### config.mk
export PLATFORM = sky130hd
export DESIGN_NAME = heat_pump_cycle_sequencer
export DESIGN_NICKNAME = d
export VERILOG_FILES = /design/src/sv/hpcs_pkg.sv /design/src/sv/hpcs_cfg.sv /design/src/sv/hpcs_step.sv /design/src/sv/heat_pump_cycle_sequencer.sv
export SDC_FILE = /design/constraint.sdc
export NUM_CORES = 1
export LEC_CHECK = 0
export ABC_AREA = 1
export BUFFER_PORTS_ARGS = -buffer_cell sky130_fd_sc_hd__buf_2
export CORE_ASPECT_RATIO = 1.75
export CORE_UTILIZATION = 60
export DETAILED_ROUTE_END_ITERATION = 8
export GPL_TIMING_DRIVEN = 0
export PLACE_DENSITY = 0.83
export SLEW_MARGIN = 30
export SYNTH_ARGS = -nofsm -noshare
export SYNTH_HDL_FRONTEND = slang
export SYNTH_SLANG_ARGS = --single-unit
### constraint.sdc
create_clock -name aclk -period 8.31 [get_ports aclk]
set_input_delay 1.2465 -clock aclk [delete_from_list [all_inputs] [get_ports aclk]]
set_output_delay 1.2465 -clock aclk [all_outputs]
set_load 0.02 [all_outputs]
### src/sv/hpcs_pkg.sv
// ----------------------------------------------------------------------------
// hpcs_pkg
// Shared types, codes and a helper function for the heat pump cycle sequencer.
// ----------------------------------------------------------------------------
package hpcs_pkg;

    localparam int unsigned SecW   = 16;
    localparam int unsigned ModeW  = 3;
    localparam int unsigned ClassW = 2;
    localparam int unsigned CfgIdxW = 3;

    localparam logic [SecW-1:0] SecMax = {SecW{1'b1}};

    // Tank temperature classes. Code 3 means nothing and acts as within band.
    localparam logic [ClassW-1:0] ClassBelow = 2'd1;
    localparam logic [ClassW-1:0] ClassAbove = 2'd2;

    // Encoded mode values as seen on the result channel.
    localparam logic [ModeW-1:0] ModeCodeCooldown  = 3'd0;
    localparam logic [ModeW-1:0] ModeCodeOffLock   = 3'd1;
    localparam logic [ModeW-1:0] ModeCodeOff       = 3'd2;
    localparam logic [ModeW-1:0] ModeCodeFlowCheck = 3'd3;
    localparam logic [ModeW-1:0] ModeCodeOnLock    = 3'd4;
    localparam logic [ModeW-1:0] ModeCodeOn        = 3'd5;
    localparam logic [ModeW-1:0] ModeCodeError     = 3'd6;

    // Configuration register indexes.
    localparam logic [CfgIdxW-1:0] CfgCooldown    = 3'd0;
    localparam logic [CfgIdxW-1:0] CfgOffLock     = 3'd1;
    localparam logic [CfgIdxW-1:0] CfgOnLock      = 3'd2;
    localparam logic [CfgIdxW-1:0] CfgFlowTimeout = 3'd3;
    localparam logic [CfgIdxW-1:0] CfgErrorHold   = 3'd4;

    // Configuration reset values.
    localparam logic [SecW-1:0] CooldownReset    = 16'd60;
    localparam logic [SecW-1:0] OffLockReset     = 16'd300;
    localparam logic [SecW-1:0] OnLockReset      = 16'd300;
    localparam logic [SecW-1:0] FlowTimeoutReset = 16'd30;
    localparam logic [SecW-1:0] ErrorHoldReset   = 16'd600;

    // Mode state machine, one-hot.
    typedef enum logic [6:0] {
        MODE_COOLDOWN   = 7'b000_0001,
        MODE_OFF_LOCK   = 7'b000_0010,
        MODE_OFF        = 7'b000_0100,
        MODE_FLOW_CHECK = 7'b000_1000,
        MODE_ON_LOCK    = 7'b001_0000,
        MODE_ON         = 7'b010_0000,
        MODE_ERROR      = 7'b100_0000
    } mode_t;

    // Timing limits from the configuration registers.
    typedef struct packed {
        logic [SecW-1:0] cooldown;
        logic [SecW-1:0] off_lock;
        logic [SecW-1:0] on_lock;
        logic [SecW-1:0] flow_timeout;
        logic [SecW-1:0] error_hold;
    } cfg_t;

    // Sequencer state carried from tick to tick.
    typedef struct packed {
        mode_t           mode;
        logic [SecW-1:0] seconds;
        logic            compressor;
        logic            primary_pump;
        logic            secondary_pump;
    } seq_state_t;

    // One tick's input beat.
    typedef struct packed {
        logic [ClassW-1:0] tank_temp_class;
        logic              flow_ok;
        logic              sensors_valid;
    } tick_t;

    // Map the one-hot mode to its output code.
    function automatic logic [ModeW-1:0] mode_code(input mode_t m);
        logic [ModeW-1:0] code;
        case (m)
            MODE_COOLDOWN:   code = ModeCodeCooldown;
            MODE_OFF_LOCK:   code = ModeCodeOffLock;
            MODE_OFF:        code = ModeCodeOff;
            MODE_FLOW_CHECK: code = ModeCodeFlowCheck;
            MODE_ON_LOCK:    code = ModeCodeOnLock;
            MODE_ON:         code = ModeCodeOn;
            MODE_ERROR:      code = ModeCodeError;
            default:         code = ModeCodeOffLock;
        endcase
        return code;
    endfunction

endpackage

### src/sv/hpcs_cfg.sv
// ----------------------------------------------------------------------------
// hpcs_cfg
// Configuration register file holding the five timing limits in seconds.
// ----------------------------------------------------------------------------
module hpcs_cfg (
    input  logic                          aclk,
    input  logic                          aresetn,
    input  logic                          cfg_we,
    input  logic [hpcs_pkg::CfgIdxW-1:0]  cfg_index,
    input  logic [hpcs_pkg::SecW-1:0]     cfg_wdata,
    output hpcs_pkg::cfg_t                cfg
);
    import hpcs_pkg::*;

    cfg_t cfg_reg;

    // Write the addressed register; indexes past the last one are dropped.
    always_ff @(posedge aclk) begin
        if (!aresetn) begin
            cfg_reg.cooldown     <= CooldownReset;
            cfg_reg.off_lock     <= OffLockReset;
            cfg_reg.on_lock      <= OnLockReset;
            cfg_reg.flow_timeout <= FlowTimeoutReset;
            cfg_reg.error_hold   <= ErrorHoldReset;
        end else if (cfg_we) begin
            case (cfg_index)
                CfgCooldown:    cfg_reg.cooldown     <= cfg_wdata;
                CfgOffLock:     cfg_reg.off_lock     <= cfg_wdata;
                CfgOnLock:      cfg_reg.on_lock      <= cfg_wdata;
                CfgFlowTimeout: cfg_reg.flow_timeout <= cfg_wdata;
                CfgErrorHold:   cfg_reg.error_hold   <= cfg_wdata;
                default: begin
                end
            endcase
        end
    end

    assign cfg = cfg_reg;

endmodule

### src/sv/hpcs_step.sv
// ----------------------------------------------------------------------------
// hpcs_step
// Next-state logic for one tick: advances the seconds counter, runs the mode
// checks in order when the sensors are valid and settles relays, mode and the mode-changed flag.
// ----------------------------------------------------------------------------
module hpcs_step (
    input  hpcs_pkg::cfg_t        cfg,
    input  hpcs_pkg::seq_state_t  cur,
    input  hpcs_pkg::tick_t       tick,
    output hpcs_pkg::seq_state_t  nxt,
    output logic                  moved
);
    import hpcs_pkg::*;

    logic [SecW-1:0] t;
    logic            below;
    logic            above;

    // Saturating advance of the seconds counter.
    assign t     = (cur.seconds == SecMax) ? cur.seconds : cur.seconds + 1'b1;
    assign below = (tick.tank_temp_class == ClassBelow);
    assign above = (tick.tank_temp_class == ClassAbove);

    // Mode checks; a later check in the same tick overrides an earlier one.
    always_comb begin
        nxt   = cur;
        moved = 1'b0;
        if (tick.sensors_valid) begin
            case (cur.mode)
                MODE_COOLDOWN: begin
                    if (t > cfg.cooldown) begin
                        nxt.primary_pump   = 1'b0;
                        nxt.secondary_pump = 1'b0;
                        nxt.mode           = MODE_OFF_LOCK;
                        moved              = 1'b1;
                    end
                end
                MODE_OFF_LOCK: begin
                    if (t > cfg.off_lock) begin
                        nxt.mode = MODE_OFF;
                        moved    = 1'b1;
                    end
                end
                MODE_OFF: begin
                    if (below) begin
                        nxt.primary_pump   = 1'b1;
                        nxt.secondary_pump = 1'b1;
                        nxt.mode           = MODE_FLOW_CHECK;
                        moved              = 1'b1;
                    end
                    // Flow with the pumps meant to be off is a fault.
                    if (tick.flow_ok) begin
                        nxt.mode = MODE_ERROR;
                        moved    = 1'b1;
                    end
                end
                MODE_FLOW_CHECK: begin
                    if (t < cfg.flow_timeout) begin
                        if (tick.flow_ok) begin
                            nxt.compressor = 1'b1;
                            nxt.mode       = MODE_ON_LOCK;
                            moved          = 1'b1;
                        end
                    end else begin
                        nxt.mode = MODE_ERROR;
                        moved    = 1'b1;
                    end
                end
                MODE_ON_LOCK: begin
                    if (t > cfg.on_lock) begin
                        nxt.mode = MODE_ON;
                        moved    = 1'b1;
                    end
                    if (!tick.flow_ok) begin
                        nxt.compressor     = 1'b0;
                        nxt.primary_pump   = 1'b0;
                        nxt.secondary_pump = 1'b0;
                        nxt.mode           = MODE_OFF_LOCK;
                        moved              = 1'b1;
                    end
                end
                MODE_ON: begin
                    if (above) begin
                        nxt.compressor = 1'b0;
                        nxt.mode       = MODE_COOLDOWN;
                        moved          = 1'b1;
                    end
                    if (!tick.flow_ok) begin
                        nxt.compressor     = 1'b0;
                        nxt.primary_pump   = 1'b0;
                        nxt.secondary_pump = 1'b0;
                        nxt.mode           = MODE_OFF_LOCK;
                        moved              = 1'b1;
                    end
                end
                MODE_ERROR: begin
                    if (t > cfg.error_hold) begin
                        nxt.mode = MODE_OFF_LOCK;
                        moved    = 1'b1;
                    end else begin
                        nxt.compressor     = 1'b0;
                        nxt.primary_pump   = 1'b0;
                        nxt.secondary_pump = 1'b0;
                    end
                end
                default: begin
                    nxt.compressor     = 1'b0;
                    nxt.primary_pump   = 1'b0;
                    nxt.secondary_pump = 1'b0;
                    nxt.mode           = MODE_OFF_LOCK;
                    moved              = 1'b1;
                end
            endcase
        end
        // Any transition clears the counter, otherwise it keeps the advance.
        nxt.seconds = moved ? '0 : t;
    end

endmodule

### src/sv/heat_pump_cycle_sequencer.sv
// ----------------------------------------------------------------------------
// heat_pump_cycle_sequencer
// A tick beat passes through the input register, then the result register.
// Throughput: one tick per cycle unless m_ready stalls; input and result
// registers hold one beat each, so one input is taken while a result waits.
// Reset (aresetn low, synchronous): mode off lock, counter zero, relays off,
// timing limits at their defaults, both pipeline stages empty.
// Sequences compressor and pump relays through cooldown, lock, flow proving
// and error hold modes, one one-second tick per input beat.
// ----------------------------------------------------------------------------
module heat_pump_cycle_sequencer (
    input  logic                          aclk,
    input  logic                          aresetn,
    // Configuration write port.
    input  logic                          cfg_we,
    input  logic [hpcs_pkg::CfgIdxW-1:0]  cfg_index,
    input  logic [hpcs_pkg::SecW-1:0]     cfg_wdata,
    // Tick input channel.
    input  logic                          s_valid,
    output logic                          s_ready,
    input  logic [hpcs_pkg::ClassW-1:0]   s_tank_temp_class,
    input  logic                          s_flow_ok,
    input  logic                          s_sensors_valid,
    // Result channel.
    output logic                          m_valid,
    input  logic                          m_ready,
    output logic [hpcs_pkg::ModeW-1:0]    m_mode,
    output logic                          m_compressor_on,
    output logic                          m_primary_pump_on,
    output logic                          m_secondary_pump_on,
    output logic                          m_mode_changed,
    output logic [hpcs_pkg::SecW-1:0]     m_seconds_in_mode
);
    import hpcs_pkg::*;

    cfg_t       cfg;
    tick_t      tick_reg;
    logic       tick_valid_reg;
    seq_state_t state_reg;
    seq_state_t state_next;
    logic       moved;
    logic       advance;

    logic [ModeW-1:0] mode_out_reg;
    logic             comp_out_reg;
    logic             pp_out_reg;
    logic             sp_out_reg;
    logic             changed_out_reg;
    logic [SecW-1:0]  sec_out_reg;
    logic             out_valid_reg;

    hpcs_cfg u_cfg (
        .aclk      (aclk),
        .aresetn   (aresetn),
        .cfg_we    (cfg_we),
        .cfg_index (cfg_index),
        .cfg_wdata (cfg_wdata),
        .cfg       (cfg)
    );

    hpcs_step u_step (
        .cfg   (cfg),
        .cur   (state_reg),
        .tick  (tick_reg),
        .nxt   (state_next),
        .moved (moved)
    );

    // The held tick moves on whenever the result register is free or draining.
    assign advance = tick_valid_reg && (!out_valid_reg || m_ready);
    assign s_ready = !tick_valid_reg || advance;

    // Input register.
    always_ff @(posedge aclk) begin
        if (!aresetn) begin
            tick_valid_reg <= 1'b0;
        end else if (s_ready) begin
            tick_valid_reg <= s_valid;
        end
    end

    always_ff @(posedge aclk) begin
        if (s_valid && s_ready) begin
            tick_reg.tank_temp_class <= s_tank_temp_class;
            tick_reg.flow_ok         <= s_flow_ok;
            tick_reg.sensors_valid   <= s_sensors_valid;
        end
    end

    // Sequencer state commits as the tick passes into the result register.
    always_ff @(posedge aclk) begin
        if (!aresetn) begin
            state_reg.mode           <= MODE_OFF_LOCK;
            state_reg.seconds        <= '0;
            state_reg.compressor     <= 1'b0;
            state_reg.primary_pump   <= 1'b0;
            state_reg.secondary_pump <= 1'b0;
        end else if (advance) begin
            state_reg <= state_next;
        end
    end

    // Result register.
    always_ff @(posedge aclk) begin
        if (!aresetn) begin
            out_valid_reg <= 1'b0;
        end else if (advance) begin
            out_valid_reg <= 1'b1;
        end else if (m_ready) begin
            out_valid_reg <= 1'b0;
        end
    end

    always_ff @(posedge aclk) begin
        if (advance) begin
            mode_out_reg    <= mode_code(state_next.mode);
            comp_out_reg    <= state_next.compressor;
            pp_out_reg      <= state_next.primary_pump;
            sp_out_reg      <= state_next.secondary_pump;
            changed_out_reg <= moved;
            sec_out_reg     <= state_next.seconds;
        end
    end

    assign m_valid             = out_valid_reg;
    assign m_mode              = mode_out_reg;
    assign m_compressor_on     = comp_out_reg;
    assign m_primary_pump_on   = pp_out_reg;
    assign m_secondary_pump_on = sp_out_reg;
    assign m_mode_changed      = changed_out_reg;
    assign m_seconds_in_mode   = sec_out_reg;

endmodule
==> impl_results.rst, run 1 <==
.. list-table::
   :header-rows: 1

   * - Metric
     - Value
   * - Run status
     - finished clean
   * - Input/output buffers
     - 52
   * - Routed wire length
     - 20,700 µm
   * - Number of logic stages on the critical path including buffering
     - 23
   * - Crit path buf inv count
     - 2
   * - Via density per instance
     - approximately 5.6
   * - Final antenna-violating net count
     - 0
   * - Global Route met3 Usage
     - 5.80%
   * - Syn Nets
     - 1,100
   * - Clock network power share
     - a little over two fifths
   * - Total Die Area
     - 13,300 µm²
   * - Combined area of the multi-input logic cells
     - roughly 4000 µm²
   * - Count of final hold-check violations
     - 0
   * - Library cell occupying the most area in the post-synthesis netlist
     - sky130_fd_sc_hd__dfxtp_1
   * - CTS tree
     - built
   * - Number of filler cells placed in the layout
     - 1,032
   * - Number of distinct library cells after synthesis
     - 38
   * - Area share of the leading cell type in the synthesized netlist
     - 28.1%
   * - Kind of cell adding the most delay to the critical path
     - simple AND/OR/NAND/NOR gates
   * - H-tree depth
     - 4
   * - Most frequent CP cell
     - sky130_fd_sc_hd__nand2_1
   * - Fraction of layout instances using a drive strength above 1
     - 12.6%
   * - Nets@finish
     - 1,172
   * - Setup Fix Bufs, Post-CTS
     - 0
   * - DRC viols
     - 0
   * - Global routing usage summed across all routing layers
     - 33.2%
   * - Area delta synth->final
     - 14.7%
   * - Post-detailed-route wirelength per cell
     - 16.5 µm
   * - Layout Skew
     - roughly 11 ps
   * - Routability congestion estimate from global placement
     - 1.02
   * - FF+latch count, synth
     - 135
   * - Vias
     - 7,040
   * - Power per cell area
     - 203 nW/µm²
   * - Worst Path Arrival
     - 5510 ps
   * - Critical Path End Type
     - flip-flop
   * - Total standard cell area after synthesis
     - ~7700 µm²
   * - Maximum root-to-sink buffer count
     - 2
   * - Std cell rows
     - 54
   * - Count of clock tree sinks
     - roughly 140
   * - Die W
     - between 80 and 90 µm
   * - DP Wirelength
     - 15,300 µm
   * - RSZ-0062 raised after global routing
     - no
   * - Detailed-router iteration count before antenna repair
     - 7
   * - Count of final setup violators
     - 0
   * - Count of max-cap constraint violations
     - 0
   * - Relative contribution of sequential cells to total power
     - 40.0%
   * - Sequential cell area fraction in the yosys report
     - between 30% and 40%
   * - Clock slew at reported path FFs
     - 60 ps
   * - Total negative setup slack
     - 0 ps
   * - Core Area
     - 12,500 µm²
   * - Slack of the worst reg-to-reg path
     - 2990 ps
   * - Largest stage delay on the critical path
     - 630 ps
   * - WP data required
     - 8500 ps
   * - Number of flip-flops in the largest register
     - 80
   * - Slowest cell on crit path
     - sky130_fd_sc_hd__xnor2_1
   * - Cell breakdown of the critical path
     - ha_1 > inv_1 > nor2_4 > nand2_2 > nor2_4 > nor3_1 > nand4_1 > nor3_1 > nand3_1 > xnor2_1 > ha_1 > nand2_1 > inv_1 > nand3_1 > a31oi_1 > a2111oi_2 > nand4_1 > nand2_1 > a21oi_1 > nand2_1 > nand4_1 > nand2_1 > nand2_1
   * - Cts bufs inserted
     - 17
   * - Antenna violations before repair
     - 0
   * - RR Endpoint
     - m_mode[0]$_DFFE_PP_
   * - Largest net degree at the start of global routing
     - 18
   * - Final Total Pwr
     - roughly 1800 µW
   * - Vert. Die Dim
     - ~150 µm
   * - Startpoint type of the worst setup path
     - flip-flop
   * - Worst setup path endpoint
     - m_mode[0]$_DFFE_PP_
   * - Max rail drop VDD
     - 151 µV
   * - Leakage power summed over all cells
     - 0.00416 µW
   * - R2R Path Start
     - state_reg[3]$_SDFFE_PN0P_
   * - Post-cts sizing count
     - 0
   * - Initial Util
     - about three fifths
   * - Number of global-route vias before repair
     - 7,026
   * - Fraction of power spent switching nets
     - 28.6%
   * - Total overflow reported by the global router
     - 0
   * - Register area
     - approximately 3000 µm²
   * - Part of the power in combinational logic
     - 16.7%
   * - Syn_area_per_cell
     - approximately 7.7 µm²
   * - Internal cell power
     - between 1000 and 1500 µW
   * - Peak Freq
     - ~0.19 GHz
   * - Global Route met1 Usage
     - 33.9%
   * - Worst min-delay path category
     - reg -> reg
   * - Post-CTS Hold Buffers
     - 0
   * - Worst-case headroom to the max-slew limit
     - 34.5%
   * - Post-route fraction of the period consumed by the critical path
     - 64.1%
   * - Num ports
     - 53
   * - Clock latency on the worst-skew pair
     - 430 ps
   * - Detailed Route Iter0 Violations
     - 413
   * - Worst setup path category
     - reg -> reg
   * - Number of diodes
     - 0
   * - Wire length of the first global-routing pass
     - between 30,000 and 40,000 µm
   * - Biggest area contributors in the synthesized netlist
     - sky130_fd_sc_hd__dfxtp_1, sky130_fd_sc_hd__ha_1, sky130_fd_sc_hd__edfxtp_1
   * - Startpoint of the worst setup timing path
     - state_reg[3]$_SDFFE_PN0P_
   * - Switching power
     - 513 µW
   * - Max Slew Vio Count
     - 0
   * - Master cell of the clock root buffer
     - sky130_fd_sc_hd__clkbuf_16
   * - Global-route layer with the greatest usage
     - met2
   * - Number of warnings printed during yosys synthesis
     - 0
   * - Worst-Margin Slew
     - roughly 980 ps
   * - Post-Syn Instances
     - 996
   * - Global routing usage on met2
     - 59.8%
   * - Maximum fanout along the worst path
     - 6
   * - Number of cell instances on the worst register-to-register path
     - 23
   * - Shortest clock period the worst path allows after layout
     - ~5300 ps
-- worst min path at each step --
stage / from / to / slack, ps / cells after the start
finish: u_cfg.cfg[74]$_SDFFE_PN0P_ / u_cfg.cfg[74]$_SDFFE_PN0P_ / 460 / 2
global route: u_cfg.cfg[1]$_SDFFE_PN0P_ / u_cfg.cfg[1]$_SDFFE_PN0P_ / 480 / 2
CTS: u_cfg.cfg[14]$_SDFFE_PN0P_ / u_cfg.cfg[14]$_SDFFE_PN0P_ / 460 / 2
detailed placement: u_cfg.cfg[14]$_SDFFE_PN0P_ / u_cfg.cfg[14]$_SDFFE_PN0P_ / 450 / 2
global placement: u_cfg.cfg[61]$_SDFFE_PN0P_ / u_cfg.cfg[61]$_SDFFE_PN0P_ / 450 / 2
floorplan: u_cfg.cfg[15]$_SDFFE_PN0P_ / u_cfg.cfg[15]$_SDFFE_PN0P_ / 440 / 2
-- cells in the mapped netlist (all sizes together) --
library cell and count:
o221a 1, edfxtp 27, o211ai 18, a21o 1, clkbuf 27, a2111oi 1
nand2 166, a31oi 1, xor2 6, clkinv 1, a211oi 3, buf 1
nand3 32, and3 1, o21a 3, a21boi 3, a21oi 128, nor3 12
ha 76, dfxtp 108, o21bai 2, xnor2 4, o22ai 2, nor4 3
nand4 17, nor2 62, o21ai 116, inv 174
-- placed cells by master, fill, tap and decap left out, types with 2 or more instances in the layout --
| cell | count |
|---|---|
| sky130_fd_sc_hd__nand4_1 | 17 |
| sky130_fd_sc_hd__clkinv_4 | 2 |
| sky130_fd_sc_hd__o21ai_2 | 2 |
| sky130_fd_sc_hd__nor2_1 | 57 |
| sky130_fd_sc_hd__ha_1 | 76 |
| sky130_fd_sc_hd__a21boi_0 | 3 |
| sky130_fd_sc_hd__nand3_1 | 29 |
| sky130_fd_sc_hd__nor2_4 | 3 |
| sky130_fd_sc_hd__a211oi_1 | 3 |
| sky130_fd_sc_hd__o21bai_1 | 2 |
| sky130_fd_sc_hd__o211ai_1 | 18 |
| sky130_fd_sc_hd__buf_2 | 52 |
| sky130_fd_sc_hd__o22ai_1 | 2 |
| sky130_fd_sc_hd__nor3_1 | 11 |
| sky130_fd_sc_hd__nor4_2 | 2 |
| sky130_fd_sc_hd__nand2_4 | 11 |
| sky130_fd_sc_hd__nand2_2 | 11 |
| sky130_fd_sc_hd__a21oi_2 | 10 |
| sky130_fd_sc_hd__clkbuf_16 | 17 |
| sky130_fd_sc_hd__nand2_1 | 144 |
| sky130_fd_sc_hd__o21ai_1 | 4 |
| sky130_fd_sc_hd__bufinv_16 | 3 |
| sky130_fd_sc_hd__dfxtp_1 | 108 |
| sky130_fd_sc_hd__clkinvlp_4 | 2 |
| sky130_fd_sc_hd__nor2_2 | 2 |
| sky130_fd_sc_hd__clkbuf_1 | 28 |
| sky130_fd_sc_hd__xor2_1 | 5 |
| sky130_fd_sc_hd__nand3_2 | 3 |
| sky130_fd_sc_hd__inv_2 | 2 |
| sky130_fd_sc_hd__a21oi_1 | 118 |
| sky130_fd_sc_hd__edfxtp_1 | 27 |
| sky130_fd_sc_hd__clkinv_2 | 3 |
| sky130_fd_sc_hd__xnor2_1 | 3 |
| sky130_fd_sc_hd__o21a_1 | 3 |
| sky130_fd_sc_hd__inv_1 | 172 |
| sky130_fd_sc_hd__o21ai_0 | 110 |
-- per-stage QoR --
step	instances	setup WS, ps	area [µm²]	hold slack (ps)	util, %
final	1249	2990	8820	461	70.5
after global routing	1249	2590	8820	479	70.5
after CTS	1249	2750	8790	462	70.3
after detailed placement	1217	2970	8190	452	65.5
after global placement	1216	2770	8160	447	65.3
after floorplan	996	4070	7690	435	-
-- layer usage --
metal	part of all wire, %	up-vias
met2	51	279
met5	0	-
met4	7.3	0
met1	37	3173
li1	-	3473
met3	4.9	115
-- layout make-up --
type / count / share of cell area (%)
clock buffer: 20 / 5.07
inverter: 175 / 7.45
timing repair buffer: 53 / 3.26
multi-input combinational: 658 / 45.0
tap: 168 / 2.38
sequential: 135 / 33.7
buffer: 28 / 1.39
clock inverter: 12 / 1.73
-- power groups by stage --
stage,sequential [µW],combinational (µW),clock [µW]
2_1_floorplan,736,195,0
3_3_place_gp,730,277,0
3_5_place_dp,731,288,0
4_1_cts,717,293,772
5_1_grt,721,335,799
6_report,718,300,775
-- cells by family after synthesis --
group / after synthesis / share of synthesized area (%)
flops: 135 / 38.7
fa+ha+maj: 76 / 12.4
simple gates: 293 / 17.9
compound gates: 279 / 19.9
buf+inv: 203 / 10.1
xor+xnor: 10 / 1.14
-- worst reg2reg max path, delay by kind of cell, from the launching register on --
family / cells / cell delay, ps
AOI/OAI and AO/OA: 3 / 750
xor gates and xnor gates: 1 / 630
adders and majority gates: 2 / 650
buffers and inverters: 2 / 160
DFF: 1 / 370
and+or+nand+nor: 15 / 2530
(Power assumes the default switching activity.)
==> run 2: changes to the inputs <==
==> constraint.sdc (replaced) <==
create_clock -name aclk -period 5.5 [get_ports aclk]
set_input_delay 0.825 -clock aclk [delete_from_list [all_inputs] [get_ports aclk]]
set_output_delay 0.825 -clock aclk [all_outputs]
set_load 0.02 [all_outputs]
==> impl_results.rst, run 2 (synthesis results as in run 1) <==
.. list-table::
   :header-rows: 1

   * - Metric
     - Value
   * - Number of diodes
     - 0
   * - Global routing usage summed across all routing layers
     - between 30% and 40%
   * - Run status
     - finished clean
   * - Most frequent cells in the layout
     - sky130_fd_sc_hd__inv_1, sky130_fd_sc_hd__nand2_1, sky130_fd_sc_hd__a21oi_1
   * - Master cell of the clock root buffer
     - sky130_fd_sc_hd__clkbuf_16
   * - CTS tree
     - built
   * - Post-detailed-route wirelength per cell
     - roughly 16 µm
   * - Die W
     - 87.6 µm
   * - Clock latency on the worst-skew pair
     - 430 ps
   * - DRC viols
     - 0
   * - Total negative setup slack
     - 0 ps
   * - Clock slew at reported path FFs
     - 60 ps
   * - Count of clock tree sinks
     - 135
   * - WP data required
     - 5690 ps
   * - Area delta synth->final
     - 14.8%
   * - Routability congestion estimate from global placement
     - 1.02
   * - H-tree depth
     - 4
   * - Worst min-delay path category
     - reg -> reg
   * - Detailed-router iteration count before antenna repair
     - 6
   * - DP Wirelength
     - 15,300 µm
   * - Worst Path Arrival
     - 5250 ps
   * - Hold path endpoint
     - u_cfg.cfg[74]$_SDFFE_PN0P_
   * - Initial Util
     - 61.5%
   * - Vias
     - 7,017
   * - Power per cell area
     - 307 nW/µm²
   * - Count of max-cap constraint violations
     - 0
   * - Std cell rows
     - 54
   * - Worst-Margin Slew
     - 1010 ps
   * - Antenna violations before repair
     - 0
   * - Worst setup path category
     - reg -> reg
   * - Number of flip-flops in the largest register
     - 80
   * - Number of cell instances on the worst register-to-register path
     - 27
   * - Maximum fanout along the worst path
     - 6
   * - Total Die Area
     - between 10,000 and 15,000 µm²
   * - Layout Skew
     - between 9 and 10 ps
   * - Detailed Route Iter0 Violations
     - 484
   * - Via density per instance
     - about 5.6
   * - Worst hold path cell count
     - 2
   * - Startpoint of the worst setup timing path
     - state_reg[3]$_SDFFE_PN0P_
   * - Critical Path End Type
     - flip-flop
   * - Count of final hold-check violations
     - 0
   * - Post-route fraction of the period consumed by the critical path
     - 92.0%
   * - Num ports
     - 53
   * - Shortest clock period the worst path allows after layout
     - slightly above 5000 ps
   * - Vert. Die Dim
     - 152 µm
   * - Number of global-route vias before repair
     - around 7,000
   * - Fraction of layout instances using a drive strength above 1
     - approximately an eighth
   * - Post-CTS Hold Buffers
     - 0
   * - RR Endpoint
     - m_mode[0]$_DFFE_PP_
   * - Max Slew Vio Count
     - 0
   * - Routed wire length
     - 20,600 µm
   * - Slack of the worst reg-to-reg path
     - 440 ps
   * - Max rail drop VDD
     - approximately 230 µV
   * - Most common cell after layout, fill and taps aside
     - sky130_fd_sc_hd__inv_1
   * - Input/output buffers
     - 52
   * - Wire length of the first global-routing pass
     - 33,300 µm
   * - Final Total Pwr
     - 2710 µW
   * - Maximum root-to-sink buffer count
     - 2
   * - Kind of cell adding the most delay to the critical path
     - simple AND/OR/NAND/NOR gates
   * - Core Area
     - 12,500 µm²
   * - Startpoint type of the worst setup path
     - flip-flop
   * - Crit path buf inv count
     - 3
   * - Most frequent CP cell
     - sky130_fd_sc_hd__nand2_1
   * - Count of final setup violators
     - 0
   * - RSZ-0062 raised after global routing
     - no
   * - Largest stage delay on the critical path
     - 540 ps
   * - Total overflow reported by the global router
     - 0
   * - R2R Path Start
     - state_reg[3]$_SDFFE_PN0P_
   * - Final antenna-violating net count
     - 0
   * - Largest net degree at the start of global routing
     - 18
   * - Leakage power summed over all cells
     - 0.00417 µW
   * - HP Start
     - u_cfg.cfg[74]$_SDFFE_PN0P_
   * - Slowest cell on crit path
     - sky130_fd_sc_hd__a2111oi_2
   * - Worst-case headroom to the max-slew limit
     - 32.9%
   * - Nets@finish
     - 1,172
   * - Cts bufs inserted
     - 17
   * - Peak Freq
     - 0.198 GHz
-- run 2: changes by cell type in the layout (fill, tap and decap cells not counted) --
| cell | change |
|---|---|
| sky130_fd_sc_hd__xnor2_1 | -1 |
| sky130_fd_sc_hd__xnor2_2 | +1 |
-- run 2: worst max-delay path by stage --
| stage | end | cells past startpoint |
|---|---|---|
| floorplan | m_mode[0]$_DFFE_PP_ | 27 |
| global placement | m_mode[0]$_DFFE_PP_ | 27 |
| detailed placement | m_mode[0]$_DFFE_PP_ | 27 |
| CTS | m_mode[0]$_DFFE_PP_ | 27 |
| global route | m_mode[0]$_DFFE_PP_ | 30 |
| finish | m_mode[0]$_DFFE_PP_ | 27 |
-- run 2: through the flow --
| stage | setup WS (ps) | instance area, µm² | hold WS [ps] | instances | utilization (%) |
|---|---|---|---|---|---|
| floorplan | 1260 | 7690 | 435 | 996 | - |
| global placement | -38.1 | 8160 | 447 | 1216 | 65.3 |
| detailed placement | 160 | 8190 | 452 | 1217 | 65.5 |
| CTS | 256 | 8790 | 462 | 1249 | 70.4 |
| global route | 22.0 | 8820 | 479 | 1249 | 70.6 |
| finish | 438 | 8820 | 461 | 1249 | 70.6 |
-- run 2: timing repair --
action	CTS	global route
buffers inserted	0	0
endpoints found under the setup margin	2	24
resized for setup	1	1
-- run 2: final cells by class --
class                   instances  area (µm²)
clock buffers                  20         447
clock inverters                12         153
fillers                      1031        3670
flip-flops and latches        135        2970
well taps                     168         210
plain buffers                  28         123
multi-input cells             658        3980
repair buffers                 53         288
inverters                     175         657
-- run 2: power by group --
group / total, µW / switching [µW] / internal [µW]
combinational: 453 / 304 / 149
clock: 1170 / 445 / 725
sequential: 1080 / 25.0 / 1060
-- run 2: metal layers --
metal,GRT usage [%],up-vias,wire length (µm)
li1,-,3470,-
met1,34.0,3178,7560
met2,59.9,257,10500
met3,5.85,112,969
met4,23.8,0,1530
met5,0,-,0
-- run 2: worst min-delay path: stages, from the launching register on --
cell	delay (ps)
sky130_fd_sc_hd__dfxtp_1	290
sky130_fd_sc_hd__inv_1	60
sky130_fd_sc_hd__a21oi_1	60
==> run 3: changes to the inputs <==
--- a/config.mk
+++ b/config.mk
@@ -12,6 +12,7 @@
 export DETAILED_ROUTE_END_ITERATION = 8
 export GPL_TIMING_DRIVEN = 0
 export PLACE_DENSITY = 0.83
+export REMOVE_ABC_BUFFERS = 1
 export SLEW_MARGIN = 30
 export SYNTH_ARGS = -nofsm -noshare
 export SYNTH_HDL_FRONTEND = slang
==> impl_results.rst, run 3 (synthesis results as in run 1) <==
.. list-table::
   :header-rows: 1

   * - Metric
     - Value
   * - Max rail drop VDD
     - 225 µV
   * - Nets@finish
     - around 1,100
   * - Vert. Die Dim
     - 152 µm
   * - Global routing usage summed across all routing layers
     - 30.7%
   * - Master cell of the clock root buffer
     - sky130_fd_sc_hd__clkbuf_16
   * - Maximum fanout along the worst path
     - 6
   * - Total Die Area
     - 13,300 µm²
   * - Worst-case headroom to the max-slew limit
     - 33.9%
   * - Detailed-router iteration count before antenna repair
     - 5
   * - H-tree depth
     - 4
   * - Antenna violations before repair
     - 0
   * - Max Slew Vio Count
     - 0
   * - Layout Skew
     - between 9 and 10 ps
   * - Leakage power summed over all cells
     - between 0.004 and 0.005 µW
   * - Critical Path End Type
     - flip-flop
   * - Largest net degree at the start of global routing
     - 75
   * - Input/output buffers
     - 52
   * - Number of standard cells in the layout, taps in and fillers out
     - 1,221
   * - Worst Path Arrival
     - 5120 ps
   * - DRC viols
     - 0
   * - Slowest cell on crit path
     - sky130_fd_sc_hd__xnor2_2
   * - Worst min-delay path category
     - reg -> reg
   * - Post-detailed-route wirelength per cell
     - 15.7 µm
   * - Number of diodes
     - 0
   * - Core Area
     - ~12,000 µm²
   * - Initial Util
     - 61.5%
   * - Area delta synth->final
     - 12.8%
   * - Clock latency on the worst-skew pair
     - 430 ps
   * - CTS tree
     - built
   * - Count of clock tree sinks
     - 135
   * - Core Util, Final
     - a little over two thirds
   * - Detailed Route Iter0 Violations
     - 365
   * - Via density per instance
     - between 5 and 6
   * - Count of final hold-check violations
     - 0
   * - Most frequent cells in the layout
     - sky130_fd_sc_hd__inv_1, sky130_fd_sc_hd__nand2_1, sky130_fd_sc_hd__a21oi_1
   * - Number of global-route vias before repair
     - about 6,500
   * - Peak Freq
     - just over 0.2 GHz
   * - WP data required
     - 5690 ps
   * - Clock slew at reported path FFs
     - 70 ps
   * - Most frequent CP cell
     - sky130_fd_sc_hd__nand2_1
   * - Vias
     - 6,834
   * - Num ports
     - 53
   * - Most common cell after layout, fill and taps aside
     - sky130_fd_sc_hd__inv_1
   * - Cts bufs inserted
     - 17
   * - Wire length of the first global-routing pass
     - slightly above 30,000 µm
   * - RSZ-0062 raised after global routing
     - no
   * - Routed wire length
     - 19,100 µm
   * - Count of max-cap constraint violations
     - 0
   * - Worst setup path category
     - reg -> reg
   * - Setup Fix Bufs, Post-CTS
     - 0
   * - Largest stage delay on the critical path
     - between 300 and 400 ps
   * - Routability congestion estimate from global placement
     - 1.02
   * - Number of flip-flops in the largest register
     - 80
   * - Fraction of layout instances using a drive strength above 1
     - 13.0%
   * - Dpl cells
     - 1,189
   * - Worst-Margin Slew
     - 987 ps
   * - Run status
     - finished clean
   * - DP Wirelength
     - 13,600 µm
   * - Final antenna-violating net count
     - 0
   * - Die W
     - between 80 and 90 µm
   * - Power per cell area
     - 303 nW/µm²
   * - Std cell rows
     - 54
   * - Count of final setup violators
     - 0
   * - Startpoint type of the worst setup path
     - flip-flop
   * - Total overflow reported by the global router
     - 0
   * - Post-CTS Hold Buffers
     - 0
   * - Shortest clock period the worst path allows after layout
     - 4930 ps
   * - Post-route fraction of the period consumed by the critical path
     - between 80% and 90%
   * - Maximum root-to-sink buffer count
     - 2
==> run 3: cell types whose count changed in the layout (fill, tap and decap cells not counted), sizes merged <==
| cell | change |
|---|---|
| buf | -1 |
| inv | +4 |
| clkbuf | -29 |
| bufinv | -2 |
==> run 3: path summary, 6_finish.rpt <==
path | start | slack (ps) | cells after the start | end
setup / recovery | state_reg[3]$_SDFFE_PN0P_ | 570 | 30 | m_mode[0]$_DFFE_PP_
hold / removal | u_cfg.cfg[47]$_SDFFE_PN0P_ | 460 | 2 | u_cfg.cfg[47]$_SDFFE_PN0P_
setup reg to reg | state_reg[3]$_SDFFE_PN0P_ | 570 | 30 | m_mode[0]$_DFFE_PP_
hold reg to reg | u_cfg.cfg[47]$_SDFFE_PN0P_ | 460 | 2 | u_cfg.cfg[47]$_SDFFE_PN0P_
==> run 3: per-stage QoR <==
| step | worst slack (ps) | instance area, µm² | setup TNS (ps) | power [µW] | hold slack [ps] |
|---|---|---|---|---|---|
| 6_report | 572 | 8680 | 0 | 2630 | 458 |
| 5_1_grt | 98.1 | 8680 | 0 | 2740 | 481 |
| 3_5_place_dp | -9.87 | 8080 | -9.87 | 1520 | 451 |
| 2_1_floorplan | 1260 | 7570 | 0 | 1390 | 435 |
| 4_1_cts | 137 | 8660 | 0 | 2630 | 459 |
| 3_3_place_gp | -189 | 8040 | -582 | 1510 | 447 |
==> run 3: where the power goes <==
part           switching [µW]  internal [µW]
Combinational             289            140
Sequential               25.7           1060
Clock                     470            643
Total                     785           1840
==> run 3: layout make-up <==
class	count	area (µm²)
fill	999	3820
clock buffer	18	439
inverter	175	659
sequential	135	2970
clock inverter	14	138
timing repair buffer	53	290
tap	168	210
multi-input combinational	658	3970
==> run 3: critical path: cells and delay by family, from the launching register on <==
kind	cells	cell delay, ps
buf+inv	2	140
simple gates	22	2890
compound gates	3	400
flops	1	370
xor+xnor	1	390
fa+ha+maj	2	480
==> run 3: per-layer routing <==
layer / part of all wire [%] / wire length (µm) / up-vias / GRT usage, %
met4: 5.8 / 1100 / 0 / 19.0
met2: 53 / 10200 / 193 / 56.1
met5: 0 / 0 / - / 0
met3: 3.5 / 666 / 68 / 6.18
li1: - / - / 3414 / -
met1: 37 / 7160 / 3159 / 31.3
==> run 3: timing repair <==
| action | 4_1_cts | 5_1_grt |
|---|---|---|
| endpoints found under the hold margin | 0 | 0 |
| gates resized for setup | 1 | 2 |
| endpoints found under the setup margin | 1 | 25 |
| cloned | 0 | 0 |
